## src/hw/rtl/rua_pkg.sv

```systemverilog
`timescale 1ns / 1ps
// Shared constants, codes and types for the resource unit allocator.
// No dependencies.
package rua_pkg;

    localparam int NUM_PROCS  = 5;
    localparam int NUM_RES    = 5;
    localparam int HOLD_LIMIT = 30;

    // Field widths of the ports
    localparam int PROC_W     = 3;
    localparam int RES_W      = 3;
    localparam int UNITS_W    = 8;
    localparam int OUTCOME_W  = 3;
    localparam int CFG_IDX_W  = 3;
    localparam int CFG_DATA_W = 8;

    // Internal index and counter widths
    localparam int PROC_IW  = (NUM_PROCS > 1) ? $clog2(NUM_PROCS) : 1;
    localparam int RES_IW   = (NUM_RES > 1) ? $clog2(NUM_RES) : 1;
    localparam int CNT_W    = $clog2(NUM_PROCS + 1);
    localparam int HOLD_W   = $clog2(HOLD_LIMIT + 1);
    localparam int CELLS    = NUM_PROCS * NUM_RES;
    localparam int CELL_AW  = (CELLS > 1) ? $clog2(CELLS) : 1;
    localparam int QSUM_W   = $clog2(CELLS + 1);

    localparam logic [PROC_W-1:0]  PROCS_RST = 3'd5;
    localparam logic [RES_W-1:0]   RES_RST   = 3'd5;
    localparam logic [UNITS_W-1:0] UNITS_RST = 8'd1;
    localparam logic [UNITS_W-1:0] UNITS_MAX = 8'hFF;

    typedef enum logic [OUTCOME_W-1:0] {
        OUT_GRANTED  = 3'd0,
        OUT_BLOCKED  = 3'd1,
        OUT_RELEASED = 3'd2,
        OUT_HANDED   = 3'd3,
        OUT_BAD_PROC = 3'd4,
        OUT_BAD_RES  = 3'd5,
        OUT_NOT_HELD = 3'd6
    } outcome_t;

    typedef enum logic [CFG_IDX_W-1:0] {
        CFG_PROCS      = 3'd0,
        CFG_RESOURCES  = 3'd1,
        CFG_UNITS0     = 3'd2,
        CFG_UNITS_LAST = 3'd6
    } cfg_idx_t;

    typedef enum logic {
        REQ_ACQUIRE = 1'b0,
        REQ_RELEASE = 1'b1
    } req_t;

    typedef struct packed {
        outcome_t          outcome;
        logic              waiter_valid;
        logic [PROC_W-1:0] waiter_id;
        logic              hold_lost;
    } result_t;

    // Flat cell address of (process, resource) in the hold count memory
    function automatic logic [CELL_AW-1:0] cell_addr(logic [PROC_IW-1:0] p,
                                                     logic [RES_IW-1:0] r);
        return CELL_AW'(int'(p) * NUM_RES + int'(r));
    endfunction

    // Flat address of (resource, slot) in the wait queue memory
    function automatic logic [CELL_AW-1:0] queue_addr(logic [RES_IW-1:0] r,
                                                      logic [PROC_IW-1:0] s);
        return CELL_AW'(int'(r) * NUM_PROCS + int'(s));
    endfunction

endpackage

```

## src/hw/rtl/resource_unit_allocator_unit.sv

```systemverilog
`timescale 1ns / 1ps
// Resource unit allocator top level: counting semaphores with FIFO wait queues.
// Depends on rua_pkg and rua_ram.
//
// Usage:
//   Input channel (in_valid/in_ready) carries one item: req_type, process_id,
//   resource_id. Output channel (out_valid/out_ready) returns one result item
//   per input item: outcome, waiter_valid, waiter_id, units_free, hold_lost.
//   Configuration: cfg_we/cfg_index/cfg_data, written by the user only while
//   the block is idle; the block itself does not enforce it. An item passes
//   through READ, EVAL and DONE, with WEVAL after EVAL when a released unit
//   is handed to a waiter. One item is in work at a time, so the block takes
//   no new item until it is back in IDLE; the pace is set by the hold count
//   memory read-modify-write (registered read) and the second one for a waiter.
//   Reset: range registers at 5, one free unit per resource, no holdings, no
//   waiters; hold count cells read as zero until first written, so no clearing
//   pass is needed.
//   Stall: the result register holds while out_ready is low; the block takes
//   a new item meanwhile and waits at its final step until the register frees.
module resource_unit_allocator_unit (
    input  logic                              clk,
    input  logic                              rst_n,
    input  logic                              cfg_we,
    input  logic [rua_pkg::CFG_IDX_W-1:0]     cfg_index,
    input  logic [rua_pkg::CFG_DATA_W-1:0]    cfg_data,
    input  logic                              in_valid,
    output logic                              in_ready,
    input  logic                              req_type,
    input  logic [rua_pkg::PROC_W-1:0]        process_id,
    input  logic [rua_pkg::RES_W-1:0]         resource_id,
    output logic                              out_valid,
    input  logic                              out_ready,
    output logic [rua_pkg::OUTCOME_W-1:0]     outcome,
    output logic                              waiter_valid,
    output logic [rua_pkg::PROC_W-1:0]        waiter_id,
    output logic [rua_pkg::UNITS_W-1:0]       units_free,
    output logic                              hold_lost
);

    typedef enum logic [4:0] {
        ST_IDLE  = 5'b00001,
        ST_READ  = 5'b00010,
        ST_EVAL  = 5'b00100,
        ST_WEVAL = 5'b01000,
        ST_DONE  = 5'b10000
    } state_t;

    state_t state_reg, state_next;

    logic [rua_pkg::PROC_W-1:0]  procs_lim_reg, procs_lim_next;
    logic [rua_pkg::RES_W-1:0]   res_lim_reg, res_lim_next;
    logic [rua_pkg::UNITS_W-1:0] free_reg [rua_pkg::NUM_RES];
    logic [rua_pkg::UNITS_W-1:0] free_next [rua_pkg::NUM_RES];
    logic [rua_pkg::NUM_PROCS-1:0] blocked_reg, blocked_next;
    logic [rua_pkg::PROC_IW-1:0] head_reg [rua_pkg::NUM_RES];
    logic [rua_pkg::PROC_IW-1:0] head_next [rua_pkg::NUM_RES];
    logic [rua_pkg::CNT_W-1:0]   count_reg [rua_pkg::NUM_RES];
    logic [rua_pkg::CNT_W-1:0]   count_next [rua_pkg::NUM_RES];
    logic [rua_pkg::HOLD_W-1:0]  total_reg [rua_pkg::NUM_PROCS];
    logic [rua_pkg::HOLD_W-1:0]  total_next [rua_pkg::NUM_PROCS];
    logic [rua_pkg::CELLS-1:0]   held_vld_reg, held_vld_next;
    logic                        held_rvld_reg, held_rvld_next;

    logic                        type_reg, type_next;
    logic [rua_pkg::PROC_W-1:0]  pid_reg, pid_next;
    logic [rua_pkg::RES_W-1:0]   rid_reg, rid_next;
    logic [rua_pkg::PROC_W-1:0]  w_reg, w_next;
    rua_pkg::result_t            pend_reg, pend_next;
    logic                        out_valid_reg, out_valid_next;
    rua_pkg::result_t            out_res_reg, out_res_next;
    logic [rua_pkg::UNITS_W-1:0] out_free_reg, out_free_next;

    // Memory ports
    logic                        held_we;
    logic [rua_pkg::CELL_AW-1:0] held_waddr, held_raddr;
    logic [rua_pkg::HOLD_W-1:0]  held_wdata, held_rdata, held_cur;
    logic                        fifo_we;
    logic [rua_pkg::CELL_AW-1:0] fifo_waddr, fifo_raddr;
    logic [rua_pkg::PROC_W-1:0]  fifo_rdata;

    // Decoded item
    logic                        p_ok, r_ok, w_ok, wr_ok;
    logic [rua_pkg::PROC_IW-1:0] p_sel, w_sel, wr_sel, t_sel;
    logic [rua_pkg::RES_IW-1:0]  r_sel;
    logic [rua_pkg::UNITS_W-1:0] free_cur, free_up;
    logic [rua_pkg::PROC_IW-1:0] head_cur, head_inc, tail_slot;
    logic [rua_pkg::CNT_W-1:0]   count_cur;
    logic [rua_pkg::CNT_W:0]     tail_sum;
    logic                        total_full;
    logic [rua_pkg::CFG_IDX_W-1:0] cfg_unit;
    logic [rua_pkg::QSUM_W-1:0]  wait_total;

    rua_ram #(
        .WIDTH (rua_pkg::HOLD_W),
        .DEPTH (rua_pkg::CELLS)
    ) u_held_ram (
        .clk   (clk),
        .we    (held_we),
        .waddr (held_waddr),
        .wdata (held_wdata),
        .raddr (held_raddr),
        .rdata (held_rdata)
    );

    rua_ram #(
        .WIDTH (rua_pkg::PROC_W),
        .DEPTH (rua_pkg::CELLS)
    ) u_wait_ram (
        .clk   (clk),
        .we    (fifo_we),
        .waddr (fifo_waddr),
        .wdata (pid_reg),
        .raddr (fifo_raddr),
        .rdata (fifo_rdata)
    );

    assign p_ok   = (pid_reg < procs_lim_reg) && (int'(pid_reg) < rua_pkg::NUM_PROCS);
    assign r_ok   = (rid_reg < res_lim_reg) && (int'(rid_reg) < rua_pkg::NUM_RES);
    assign p_sel  = p_ok ? rua_pkg::PROC_IW'(pid_reg) : '0;
    assign r_sel  = r_ok ? rua_pkg::RES_IW'(rid_reg) : '0;
    assign w_ok   = int'(fifo_rdata) < rua_pkg::NUM_PROCS;
    assign w_sel  = w_ok ? rua_pkg::PROC_IW'(fifo_rdata) : '0;
    assign wr_ok  = int'(w_reg) < rua_pkg::NUM_PROCS;
    assign wr_sel = wr_ok ? rua_pkg::PROC_IW'(w_reg) : '0;
    assign t_sel  = (state_reg == ST_WEVAL) ? wr_sel : p_sel;

    // never-written hold count cells read as zero
    assign held_cur   = held_rvld_reg ? held_rdata : '0;

    assign free_cur   = free_reg[r_sel];
    assign free_up    = (free_cur != rua_pkg::UNITS_MAX) ? free_cur + 1'b1 : free_cur;
    assign head_cur   = head_reg[r_sel];
    assign count_cur  = count_reg[r_sel];
    assign head_inc   = (head_cur == rua_pkg::PROC_IW'(rua_pkg::NUM_PROCS - 1)) ?
                        '0 : head_cur + 1'b1;
    assign tail_sum   = (rua_pkg::CNT_W + 1)'(head_cur) + (rua_pkg::CNT_W + 1)'(count_cur);
    assign tail_slot  = (int'(tail_sum) >= rua_pkg::NUM_PROCS) ?
                        rua_pkg::PROC_IW'(tail_sum - (rua_pkg::CNT_W + 1)'(rua_pkg::NUM_PROCS)) :
                        rua_pkg::PROC_IW'(tail_sum);
    assign total_full = total_reg[t_sel] >= rua_pkg::HOLD_W'(rua_pkg::HOLD_LIMIT);
    assign cfg_unit   = cfg_index - rua_pkg::CFG_UNITS0;

    assign held_raddr = (state_reg == ST_EVAL) ? rua_pkg::cell_addr(w_sel, r_sel) :
                        rua_pkg::cell_addr(p_sel, r_sel);
    assign fifo_raddr = rua_pkg::queue_addr(r_sel, head_cur);
    assign fifo_waddr = rua_pkg::queue_addr(r_sel, tail_slot);

    assign in_ready = (state_reg == ST_IDLE);

    always_comb
    begin
        state_next     = state_reg;
        procs_lim_next = procs_lim_reg;
        res_lim_next   = res_lim_reg;
        free_next      = free_reg;
        blocked_next   = blocked_reg;
        head_next      = head_reg;
        count_next     = count_reg;
        total_next     = total_reg;
        type_next      = type_reg;
        pid_next       = pid_reg;
        rid_next       = rid_reg;
        w_next         = w_reg;
        pend_next      = pend_reg;
        out_valid_next = out_valid_reg;
        out_res_next   = out_res_reg;
        out_free_next  = out_free_reg;
        held_vld_next  = held_vld_reg;
        held_rvld_next = held_vld_reg[held_raddr];
        held_we        = 1'b0;
        held_waddr     = rua_pkg::cell_addr(p_sel, r_sel);
        held_wdata     = held_cur;
        fifo_we        = 1'b0;

        if (out_valid_reg && out_ready)
        begin
            out_valid_next = 1'b0;
        end

        if (cfg_we)
        begin
            priority if (cfg_index == rua_pkg::CFG_PROCS)
            begin
                procs_lim_next = rua_pkg::PROC_W'(cfg_data);
            end
            else if (cfg_index == rua_pkg::CFG_RESOURCES)
            begin
                res_lim_next = rua_pkg::RES_W'(cfg_data);
            end
            else if (cfg_index >= rua_pkg::CFG_UNITS0 && cfg_index <= rua_pkg::CFG_UNITS_LAST
                     && int'(cfg_unit) < rua_pkg::NUM_RES)
            begin
                free_next[rua_pkg::RES_IW'(cfg_unit)] = rua_pkg::UNITS_W'(cfg_data);
            end
            else
            begin
            end
        end

        unique case (state_reg)
            ST_IDLE:
            begin
                if (in_valid)
                begin
                    type_next  = req_type;
                    pid_next   = process_id;
                    rid_next   = resource_id;
                    state_next = ST_READ;
                end
            end

            ST_READ:
            begin
                state_next = ST_EVAL;
            end

            ST_EVAL:
            begin
                pend_next.outcome      = rua_pkg::OUT_GRANTED;
                pend_next.waiter_valid = 1'b0;
                pend_next.waiter_id    = '0;
                pend_next.hold_lost    = 1'b0;
                state_next             = ST_DONE;
                priority if (!p_ok || blocked_reg[p_sel])
                begin
                    pend_next.outcome = rua_pkg::OUT_BAD_PROC;
                end
                else if (!r_ok)
                begin
                    pend_next.outcome = rua_pkg::OUT_BAD_RES;
                end
                else if (type_reg == rua_pkg::REQ_ACQUIRE)
                begin
                    if (free_cur == '0)
                    begin
                        pend_next.outcome   = rua_pkg::OUT_BLOCKED;
                        blocked_next[p_sel] = 1'b1;
                        if (int'(count_cur) < rua_pkg::NUM_PROCS)
                        begin
                            fifo_we           = 1'b1;
                            count_next[r_sel] = count_cur + 1'b1;
                        end
                    end
                    else
                    begin
                        free_next[r_sel] = free_cur - 1'b1;
                        if (total_full)
                        begin
                            pend_next.hold_lost = 1'b1;
                        end
                        else
                        begin
                            total_next[p_sel] = total_reg[p_sel] + 1'b1;
                            held_we           = 1'b1;
                            held_wdata        = held_cur + 1'b1;
                        end
                    end
                end
                else
                begin
                    if (held_cur == '0)
                    begin
                        pend_next.outcome = rua_pkg::OUT_NOT_HELD;
                    end
                    else
                    begin
                        held_we           = 1'b1;
                        held_wdata        = held_cur - 1'b1;
                        total_next[p_sel] = total_reg[p_sel] - 1'b1;
                        if (count_cur != '0)
                        begin
                            head_next[r_sel]       = head_inc;
                            count_next[r_sel]      = count_cur - 1'b1;
                            blocked_next[w_sel]    = 1'b0;
                            free_next[r_sel]       = free_up - 1'b1;
                            w_next                 = fifo_rdata;
                            pend_next.outcome      = rua_pkg::OUT_HANDED;
                            pend_next.waiter_valid = 1'b1;
                            pend_next.waiter_id    = fifo_rdata;
                            state_next             = ST_WEVAL;
                        end
                        else
                        begin
                            free_next[r_sel]  = free_up;
                            pend_next.outcome = rua_pkg::OUT_RELEASED;
                        end
                    end
                end
            end

            ST_WEVAL:
            begin
                // unit goes to the oldest waiter
                if (total_full)
                begin
                    pend_next.hold_lost = 1'b1;
                end
                else
                begin
                    total_next[wr_sel] = total_reg[wr_sel] + 1'b1;
                    held_we            = 1'b1;
                    held_waddr         = rua_pkg::cell_addr(wr_sel, r_sel);
                    held_wdata         = held_cur + 1'b1;
                end
                state_next = ST_DONE;
            end

            ST_DONE:
            begin
                if (!out_valid_reg || out_ready)
                begin
                    out_valid_next = 1'b1;
                    out_res_next   = pend_reg;
                    out_free_next  = r_ok ? free_reg[r_sel] : '0;
                    state_next     = ST_IDLE;
                end
            end

            default:
            begin
                state_next = ST_IDLE;
            end
        endcase

        if (held_we)
        begin
            held_vld_next[held_waddr] = 1'b1;
        end
    end

    always_ff @(posedge clk or negedge rst_n)
    begin
        if (!rst_n)
        begin
            state_reg     <= ST_IDLE;
            procs_lim_reg <= rua_pkg::PROCS_RST;
            res_lim_reg   <= rua_pkg::RES_RST;
            blocked_reg   <= '0;
            out_valid_reg <= 1'b0;
            held_vld_reg  <= '0;
            held_rvld_reg <= 1'b0;
            for (int i = 0; i < rua_pkg::NUM_RES; i++)
            begin
                free_reg[i]  <= rua_pkg::UNITS_RST;
                head_reg[i]  <= '0;
                count_reg[i] <= '0;
            end
            for (int i = 0; i < rua_pkg::NUM_PROCS; i++)
            begin
                total_reg[i] <= '0;
            end
        end
        else
        begin
            state_reg     <= state_next;
            procs_lim_reg <= procs_lim_next;
            res_lim_reg   <= res_lim_next;
            blocked_reg   <= blocked_next;
            out_valid_reg <= out_valid_next;
            held_vld_reg  <= held_vld_next;
            held_rvld_reg <= held_rvld_next;
            free_reg      <= free_next;
            head_reg      <= head_next;
            count_reg     <= count_next;
            total_reg     <= total_next;
        end
    end

    always_ff @(posedge clk)
    begin
        type_reg     <= type_next;
        pid_reg      <= pid_next;
        rid_reg      <= rid_next;
        w_reg        <= w_next;
        pend_reg     <= pend_next;
        out_res_reg  <= out_res_next;
        out_free_reg <= out_free_next;
    end

    assign out_valid    = out_valid_reg;
    assign outcome      = out_res_reg.outcome;
    assign waiter_valid = out_res_reg.waiter_valid;
    assign waiter_id    = out_res_reg.waiter_id;
    assign units_free   = out_free_reg;
    assign hold_lost    = out_res_reg.hold_lost;

    always_comb
    begin
        wait_total = '0;
        for (int i = 0; i < rua_pkg::NUM_RES; i++)
        begin
            wait_total = wait_total + rua_pkg::QSUM_W'(count_reg[i]);
        end
    end

    // the number of blocked processes equals the number of queued waiters
    assert property (@(posedge clk) disable iff (!rst_n)
        $countones(blocked_reg) == int'(wait_total))
        else $error("blocked processes and queued waiters disagree");

    assert property (@(posedge clk) disable iff (!rst_n)
        (in_valid && in_ready) |=> !in_ready)
        else $error("second item taken while one is in work");

    assert property (@(posedge clk) disable iff (!rst_n)
        (state_reg == ST_DONE && out_valid_reg && !out_ready) |=> (state_reg == ST_DONE))
        else $error("result dropped while output stalled");

    assert property (@(posedge clk) disable iff (!rst_n)
        out_valid |-> (waiter_valid == (outcome == rua_pkg::OUT_HANDED)))
        else $error("waiter flag does not match outcome");

    assert property (@(posedge clk) disable iff (!rst_n)
        (out_valid && hold_lost) |->
        (outcome == rua_pkg::OUT_GRANTED || outcome == rua_pkg::OUT_HANDED))
        else $error("hold lost without a grant");

endmodule

```

## src/hw/rtl/rua_ram.sv

```systemverilog
`timescale 1ns / 1ps
// Generic single-write, single-read RAM with registered read data.
// No dependencies.
module rua_ram #(
    parameter int WIDTH = 8,
    parameter int DEPTH = 16
) (
    input  logic                                 clk,
    input  logic                                 we,
    input  logic [((DEPTH > 1) ? $clog2(DEPTH) : 1)-1:0] waddr,
    input  logic [WIDTH-1:0]                     wdata,
    input  logic [((DEPTH > 1) ? $clog2(DEPTH) : 1)-1:0] raddr,
    output logic [WIDTH-1:0]                     rdata
);

    logic [WIDTH-1:0] mem [DEPTH];

    always_ff @(posedge clk)
    begin
        if (we)
        begin
            mem[waddr] <= wdata;
        end
        rdata <= mem[raddr];
    end

endmodule
```

## config.mk

```make
export PLATFORM = sky130hd
export DESIGN_NAME = resource_unit_allocator_unit
export DESIGN_NICKNAME = d
export VERILOG_FILES = /design/src/hw/rtl/rua_pkg.sv /design/src/hw/rtl/resource_unit_allocator_unit.sv /design/src/hw/rtl/rua_ram.sv
export SDC_FILE = /design/constraint.sdc
export NUM_CORES = 1
export LEC_CHECK = 0
export BUFFER_PORTS_ARGS = -buffer_cell sky130_fd_sc_hd__clkbuf_2
export CORE_MARGIN = 4
export CORE_UTILIZATION = 55
export DETAILED_ROUTE_END_ITERATION = 12
export MAX_ROUTING_LAYER = met4
export PLACE_DENSITY_LB_ADDON = 0.2
export REMOVE_ABC_BUFFERS = 1
export SKIP_CTS_REPAIR_TIMING = 1
export SLEW_MARGIN = 10
export SYNTH_ARGS = -nofsm -noshare
export SYNTH_HDL_FRONTEND = slang
export SYNTH_SLANG_ARGS = --single-unit
```

## constraint.sdc

```tcl
create_clock -name clk -period 9.8 [get_ports clk]
set_clock_uncertainty 0.1 [all_clocks]
set_input_delay 1.96 -clock clk [delete_from_list [all_inputs] [get_ports clk]]
set_output_delay 1.96 -clock clk [all_outputs]
set_load 0.01 [all_outputs]
```

After elaboration in Yosys (flattened, before gate mapping)
Memory sizes are Yosys's and may differ from the RTL's. A register that Yosys moved wholly into a read port is not among the register bits.
Index checks and enable logic that the tools add are counted.
{ "classes": {"addsub": 19, "n_mul": 4, "order_cmp": 28, "eq_ne": 19, "n_mux": 136, "n_bitwise": 15, "n_reduce_logical": 36} }
{ "ops": {"columns": ["cell", "n"], "rows": [
  ["40-bit two-way mux", 11],
  ["25-bit two-way mux", 7],
  ["40-bit bitwise mux", 4],
  ["5-bit two-way mux", 29],
  ["25-bit bitwise mux", 3],
  ["15-bit two-way mux", 5],
  ["25-bit case mux with 2 select lines", 1],
  ["8-bit demux with 3-bit select", 2],
  ["5-bit binary-select mux with 3-bit select", 3],
  ["15-bit bitwise mux", 3],
  ["3-bit two-way mux", 14],
  ["8-bit two-way mux", 5],
  ["1-bit two-way mux", 33],
  ["5-bit demux with 3-bit select", 2],
  ["25-bit bitwise OR", 1],
  ["5-bit case mux with 5 select lines", 1],
  ["8-bit binary-select mux with 3-bit select", 1],
  ["5-bit by 3-bit adder with 5-bit output", 4],
  ["4-bit greater-or-equal comparator, second input constant", 5],
  ["3-bit by 3-bit multiplier with 5-bit output, second input constant", 4],
  ["3-bit NOT with 4-bit output", 5],
  ["3-bit binary-select mux with 3-bit select", 2],
  ["3-bit less-than comparator, second input constant", 6],
  ["4-bit by 1-bit less-than comparator with 1-bit output, second input constant", 4],
  ["57 further kinds", 102]
]} }
{ "totals": {"register_bits": 172, "ram_bits": 200, "inputBits": 23, "out_inout_bits": 18, "wordCells": 300, "n_memories": 2} }
{ "memory_table": {"columns": ["name", "depth", "word_bits", "rd", "rd_ports_with_merged_regs", "write_ports", "line_no", "source"], "rows": [
  ["u_held_ram.mem", 25, 5, 1, 1, 1, "rua_ram.sv:16", "logic [WIDTH-1:0] mem [DEPTH];"],
  ["u_wait_ram.mem", 25, 3, 1, 1, 1, "rua_ram.sv:16", null]
]} }

Depth between registers and ports, before layout
{ "depth": {"ltp_word": 18, "ltp_mapped": 25, "mapped_depth_nobuf": 25} }

Cells and area by module
Synthesis repeated with hierarchy kept, for this count alone.
{ "unflattened": {"hier_cells": 1888, "hier_area_um2": 21018.9} }
{ "modules_own_cells": {"columns": ["mod", "instances", "cells_each", "area_each_um2"], "rows": [
  ["resource_unit_allocator_unit", 1, 1405, 12682.2],
  ["rua_ram (u_held_ram)", 1, 271, 5079.9],
  ["rua_ram (u_wait_ram)", 1, 212, 3256.9]
]} }

Least setup slack after synthesis
Ideal clock, no wire load.
{ "synth_timing": {"path_type": "flip-flop to flip-flop", "from": "register res_lim_reg[2] (netlist bit)", "to": "memory u_wait_ram.mem[24][0] (netlist bit) (enable)", "setup_time_ns": 0.344, "t_arrival_ns": 5.704, "required_time_ns": 9.356, "setup_slack_ns": 3.652, "stages_incl_launch_ff": 22, "n_path_buf": 1, "path_cell_list": "dfstp_2 -> inv_1 -> ha_1 -> inv_1 -> o21ai_0 -> clkinv_1 -> mux2i_1 -> o21ai_0 -> a21oi_1 -> inv_1 -> ha_1 -> fa_1 -> inv_1 -> ha_1 -> nor2b_1 -> o21ai_0 -> a211oi_1 -> mux2_2 -> fa_1 -> or3b_1 -> clkbuf_1 -> nor4_2"} }
{ "synth_between": {"elab_chain_cells": 16, "word_cells_on_any_way": 29} }
{ "synth_rtl": {"columns": ["element", "line_no", "source"], "rows": [
  ["start, declared", "resource_unit_allocator_unit.sv:51", "logic [rua_pkg::RES_W-1:0] res_lim_reg, res_lim_next;"],
  ["start signal, assigned", "resource_unit_allocator_unit.sv:337", "res_lim_reg <= rua_pkg::RES_RST;"],
  ["start signal, assigned", "resource_unit_allocator_unit.sv:357", "res_lim_reg <= res_lim_next;"],
  ["3-bit less-than comparator (*)", "resource_unit_allocator_unit.sv:118", "assign r_ok = (rid_reg < res_lim_reg) && (int'(rid_reg) < rua_pkg::NUM_RES);"],
  ["1-bit logical AND (*)", "resource_unit_allocator_unit.sv:118", null],
  ["parallel branches: the longest is 14 deep, another holds 5-bit by 3-bit adder with 5-bit output", null, null],
  ["end, declared", "rua_ram.sv:16", null]
]} }
Every way passes the cells marked *. The select of a mux whose other input is x is not followed.

Final worst setup path
{ "layout_timing": {"from": "register rid_reg[2] (netlist bit)", "to": "memory u_wait_ram.mem[12][2] (netlist bit) (enable)"} }
{ "layout_between": {"elab_chain_cells": 16, "word_cells_on_any_way": 30} }
{ "layout_rtl": {"columns": ["element", "line_no", "source"], "rows": [
  ["start, declared", "resource_unit_allocator_unit.sv:66", "logic [rua_pkg::RES_W-1:0] rid_reg, rid_next;"],
  ["start signal, assigned", "resource_unit_allocator_unit.sv:373", "rid_reg <= rid_next;"],
  ["parallel branches: the longest is 16 deep, another holds 5-bit by 3-bit adder with 5-bit output", null, null]
]} }
Parallel ways; which one is timed is not known. The select of a mux whose other input is x is not followed.

==> out/qor.csv <==
metric,value,unit
drc_errors,0,
die_w,199,um
relSlewSlack,18.4,%
clock-sinks,380,
track_usage,29.1,%
placed_cell_area,20800,um2
numCtsBuffers,41,
worstSetupEndpointType,flip-flop,
finalCritPeriodShare,77.5,%
core_area,35700,um2
final_core_util,61.9,%
antenna_found_initial,1,
crit_type,flip-flop to flip-flop,
place_ws,2320,ps
cts_max_level,2,
slew_viol_final,0,
period_needed,7590,ps
grt_pass1_vias,15000,
finalSetupTns,0,ps
status,"finished, final reports clean",
critPathLaunch,rid_reg[2],
chipHeight,199,um
num_vias,15300,
netlist_instances,1845,
synth_area_leaders,"edfxtp_1 35%, dfrtp_1 16%, nand2_1 4.9%, ha_1 3.3%, nor2_1 3.0%",
grt_max_degree,83,
dp_cells,2295,
setup_viol,0,
hold_depth,0,
worstMarginPinSlew,1190,ps
stdcell_count,2371,
cts_root_buffer,clkbuf_16,
wire_per_inst,23.4,um
synth_top_cell_by_area,edfxtp_1,
drtIter0Drc,1684,
multi_input_area,8930,um2
io_pins,41,
async_flop_share,36.3,%
synth_top_area_share,35.1,%
maxCapViolations,0,
worstHoldStart,pend_reg[1],
ys_seq_area_share,53.2,%
max_clock_freq,0.132,GHz
worst-path-max-fanout,20,
ant_nets,0,
report.power.total,6.19,mW
cts_tree,yes,
synth_cell_type_count,87,
ys_warn_count,0,
crit_chain,"ha_1, nor3b_1, o21ai_0, clkinv_1, mux2i_1, o21ai_0, a21oi_1, inv_1, ha_1, fa_1, inv_1, ha_1, nor2b_1, o21ai_0, a211oi_1, mux2_2, fa_1, a21o_1, nand2_1, xnor2_1, nand3_1, nor2_1",
routed_wirelength,55500,um
crit_family,adder cells,
final_layout_size_suffix_gt1_share,13.4,%
synth-seq-cells,380,
p_int,3.74,mW
rsz0062_at_grt,no,
rr_startpoint,rid_reg[2],
clockPowerShare,24.9,%
switchingPower,2.45,mW
max_stage_delay,640,ps
critPathRequiredTime,9930,ps
clkLatencyLatePin,560,ps
synth_edf_count,234,
port_buffers,40,
dr.pass1.iters,7,
nets,1959,
worstHoldPathType,flip-flop to flip-flop,
crit_buf_inv,3,
cp-start-kind,flip-flop,
r2r_cells,22,
vias_per_cell,6.45,
initial_core_util,56.0,%
irDropWorstVdd,0.178,mV
syn_area,20000,um2
grt_overflow,0,
comb_power_share,41.5,%
critPathArrivalTime,7730,ps
rows,69,
pwr-share-seq,33.6,%
nFillCells,2900,
finalInstanceArea,22100,um2
dieArea,39500,um2
clkTransAtPathRegs,60,ps
areaGrowthSynthToFinish,10.4,%
largest_register_ffs,125,
powerDensity,280,nW/um2
seq_area,10700,um2
slowest_stage,edfxtp_1,
dpl.hpwl,38200,um
num_antenna_cells,0,
synthFlopType,edfxtp_1,
gp_congestion,0.985,
synth.avg_cell_area,10.9,um2
holdWs,335,ps
report.final.hold_viol_count,0,
cts_buffer_depth,3,
layout_setup_ws,2210,ps
swShare,39.6,%
path_depth,22,
grt_pass1_wl,87200,um
leakage,8.73,nW
[synthesized netlist by cell type, types with 10 or more instances]
master / count
nand2_1: 261
edfxtp_1: 234
nor2_1: 161
dfrtp_1: 128
a21oi_1: 107
nand3_1: 68
o21ai_0: 68
clkbuf_1: 62
ha_1: 53
mux2_2: 52
inv_1: 49
mux2i_1: 47
o22ai_1: 37
xnor2_1: 31
a311oi_1: 25
and3_1: 25
o2bb2ai_1: 24
mux4_2: 22
a31oi_1: 21
a22oi_1: 20
a21o_1: 19
or2_1: 17
xor2_1: 17
a22o_1: 15
nand2b_1: 15
a211oi_1: 13
nor2b_1: 13
or2_2: 13
nor3_1: 11
nor3b_1: 11
dfstp_2: 10
nand4_1: 10
[power by group through the flow]
| stage | sequential [mW] | clock [mW] | combinational [mW] |
|---|---|---|---|
| after floorplan | 2.08 | 0 | 1.74 |
| after global placement | 2.10 | 0 | 2.48 |
| after detailed placement | 2.10 | 0 | 2.53 |
| after CTS | 2.08 | 1.56 | 2.54 |
| after global routing | 2.10 | 1.62 | 2.81 |
| final | 2.08 | 1.54 | 2.57 |
[worst paths after layout]
kind,to,slack [ps]
worst max-delay path,u_wait_ram.mem[12][2],2210
worst min-delay path,waiter_id[0],330
worst max register to register,u_wait_ram.mem[12][2],2210
worst min register to register,waiter_id[0],330
max in group asynchronous,count_reg[1],6890
min in group asynchronous,head_reg[0],1370
[layer usage]
metal	vias up	track usage, %	wire length (um)
met1	7505	40.1	23600
met3	118	4.47	4480
li1	6977	-	-
met2	683	45.3	25800
met5	-	-	0
met4	0	8.43	1540
[cells by family (layout without fill, tap and decap cells)]
kind of cell | Yosys count | after routing | synth area share, %
AND/OR/NAND/NOR | 659 | 659 | 15.4
AO/OA/AOI/OAI | 446 | 446 | 15.1
flip-flops | 380 | 380 | 53.2
adder cells (fa/ha/maj) | 59 | 59 | 3.91
XOR/XNOR | 48 | 48 | 2.10
multiplexers | 121 | 121 | 7.74
buffers and inverters | 132 | 197 | 2.57
[area by class of cell]
class,instances,share of cell area (%)
well taps,461,2.61
flip-flops and latches,380,48.2
inverters,51,0.866
multi-input cells,1333,40.4
clock buffers,56,5.18
clock inverters,20,0.843
repair buffers,70,1.95
[cells in the final DEF, fill, tap and decap left out, drive strengths merged, types with 37 or more instances in the layout]
cell type  count
clkbuf        95
inv           53
edfxtp       234
dfrtp        128
mux2i         47
nor2         161
o22ai         37
nand3         68
ha            53
a21oi        107
nand2        261
o21ai         80
mux2          52
No activity file was read; power rests on OpenSTA's default activity.
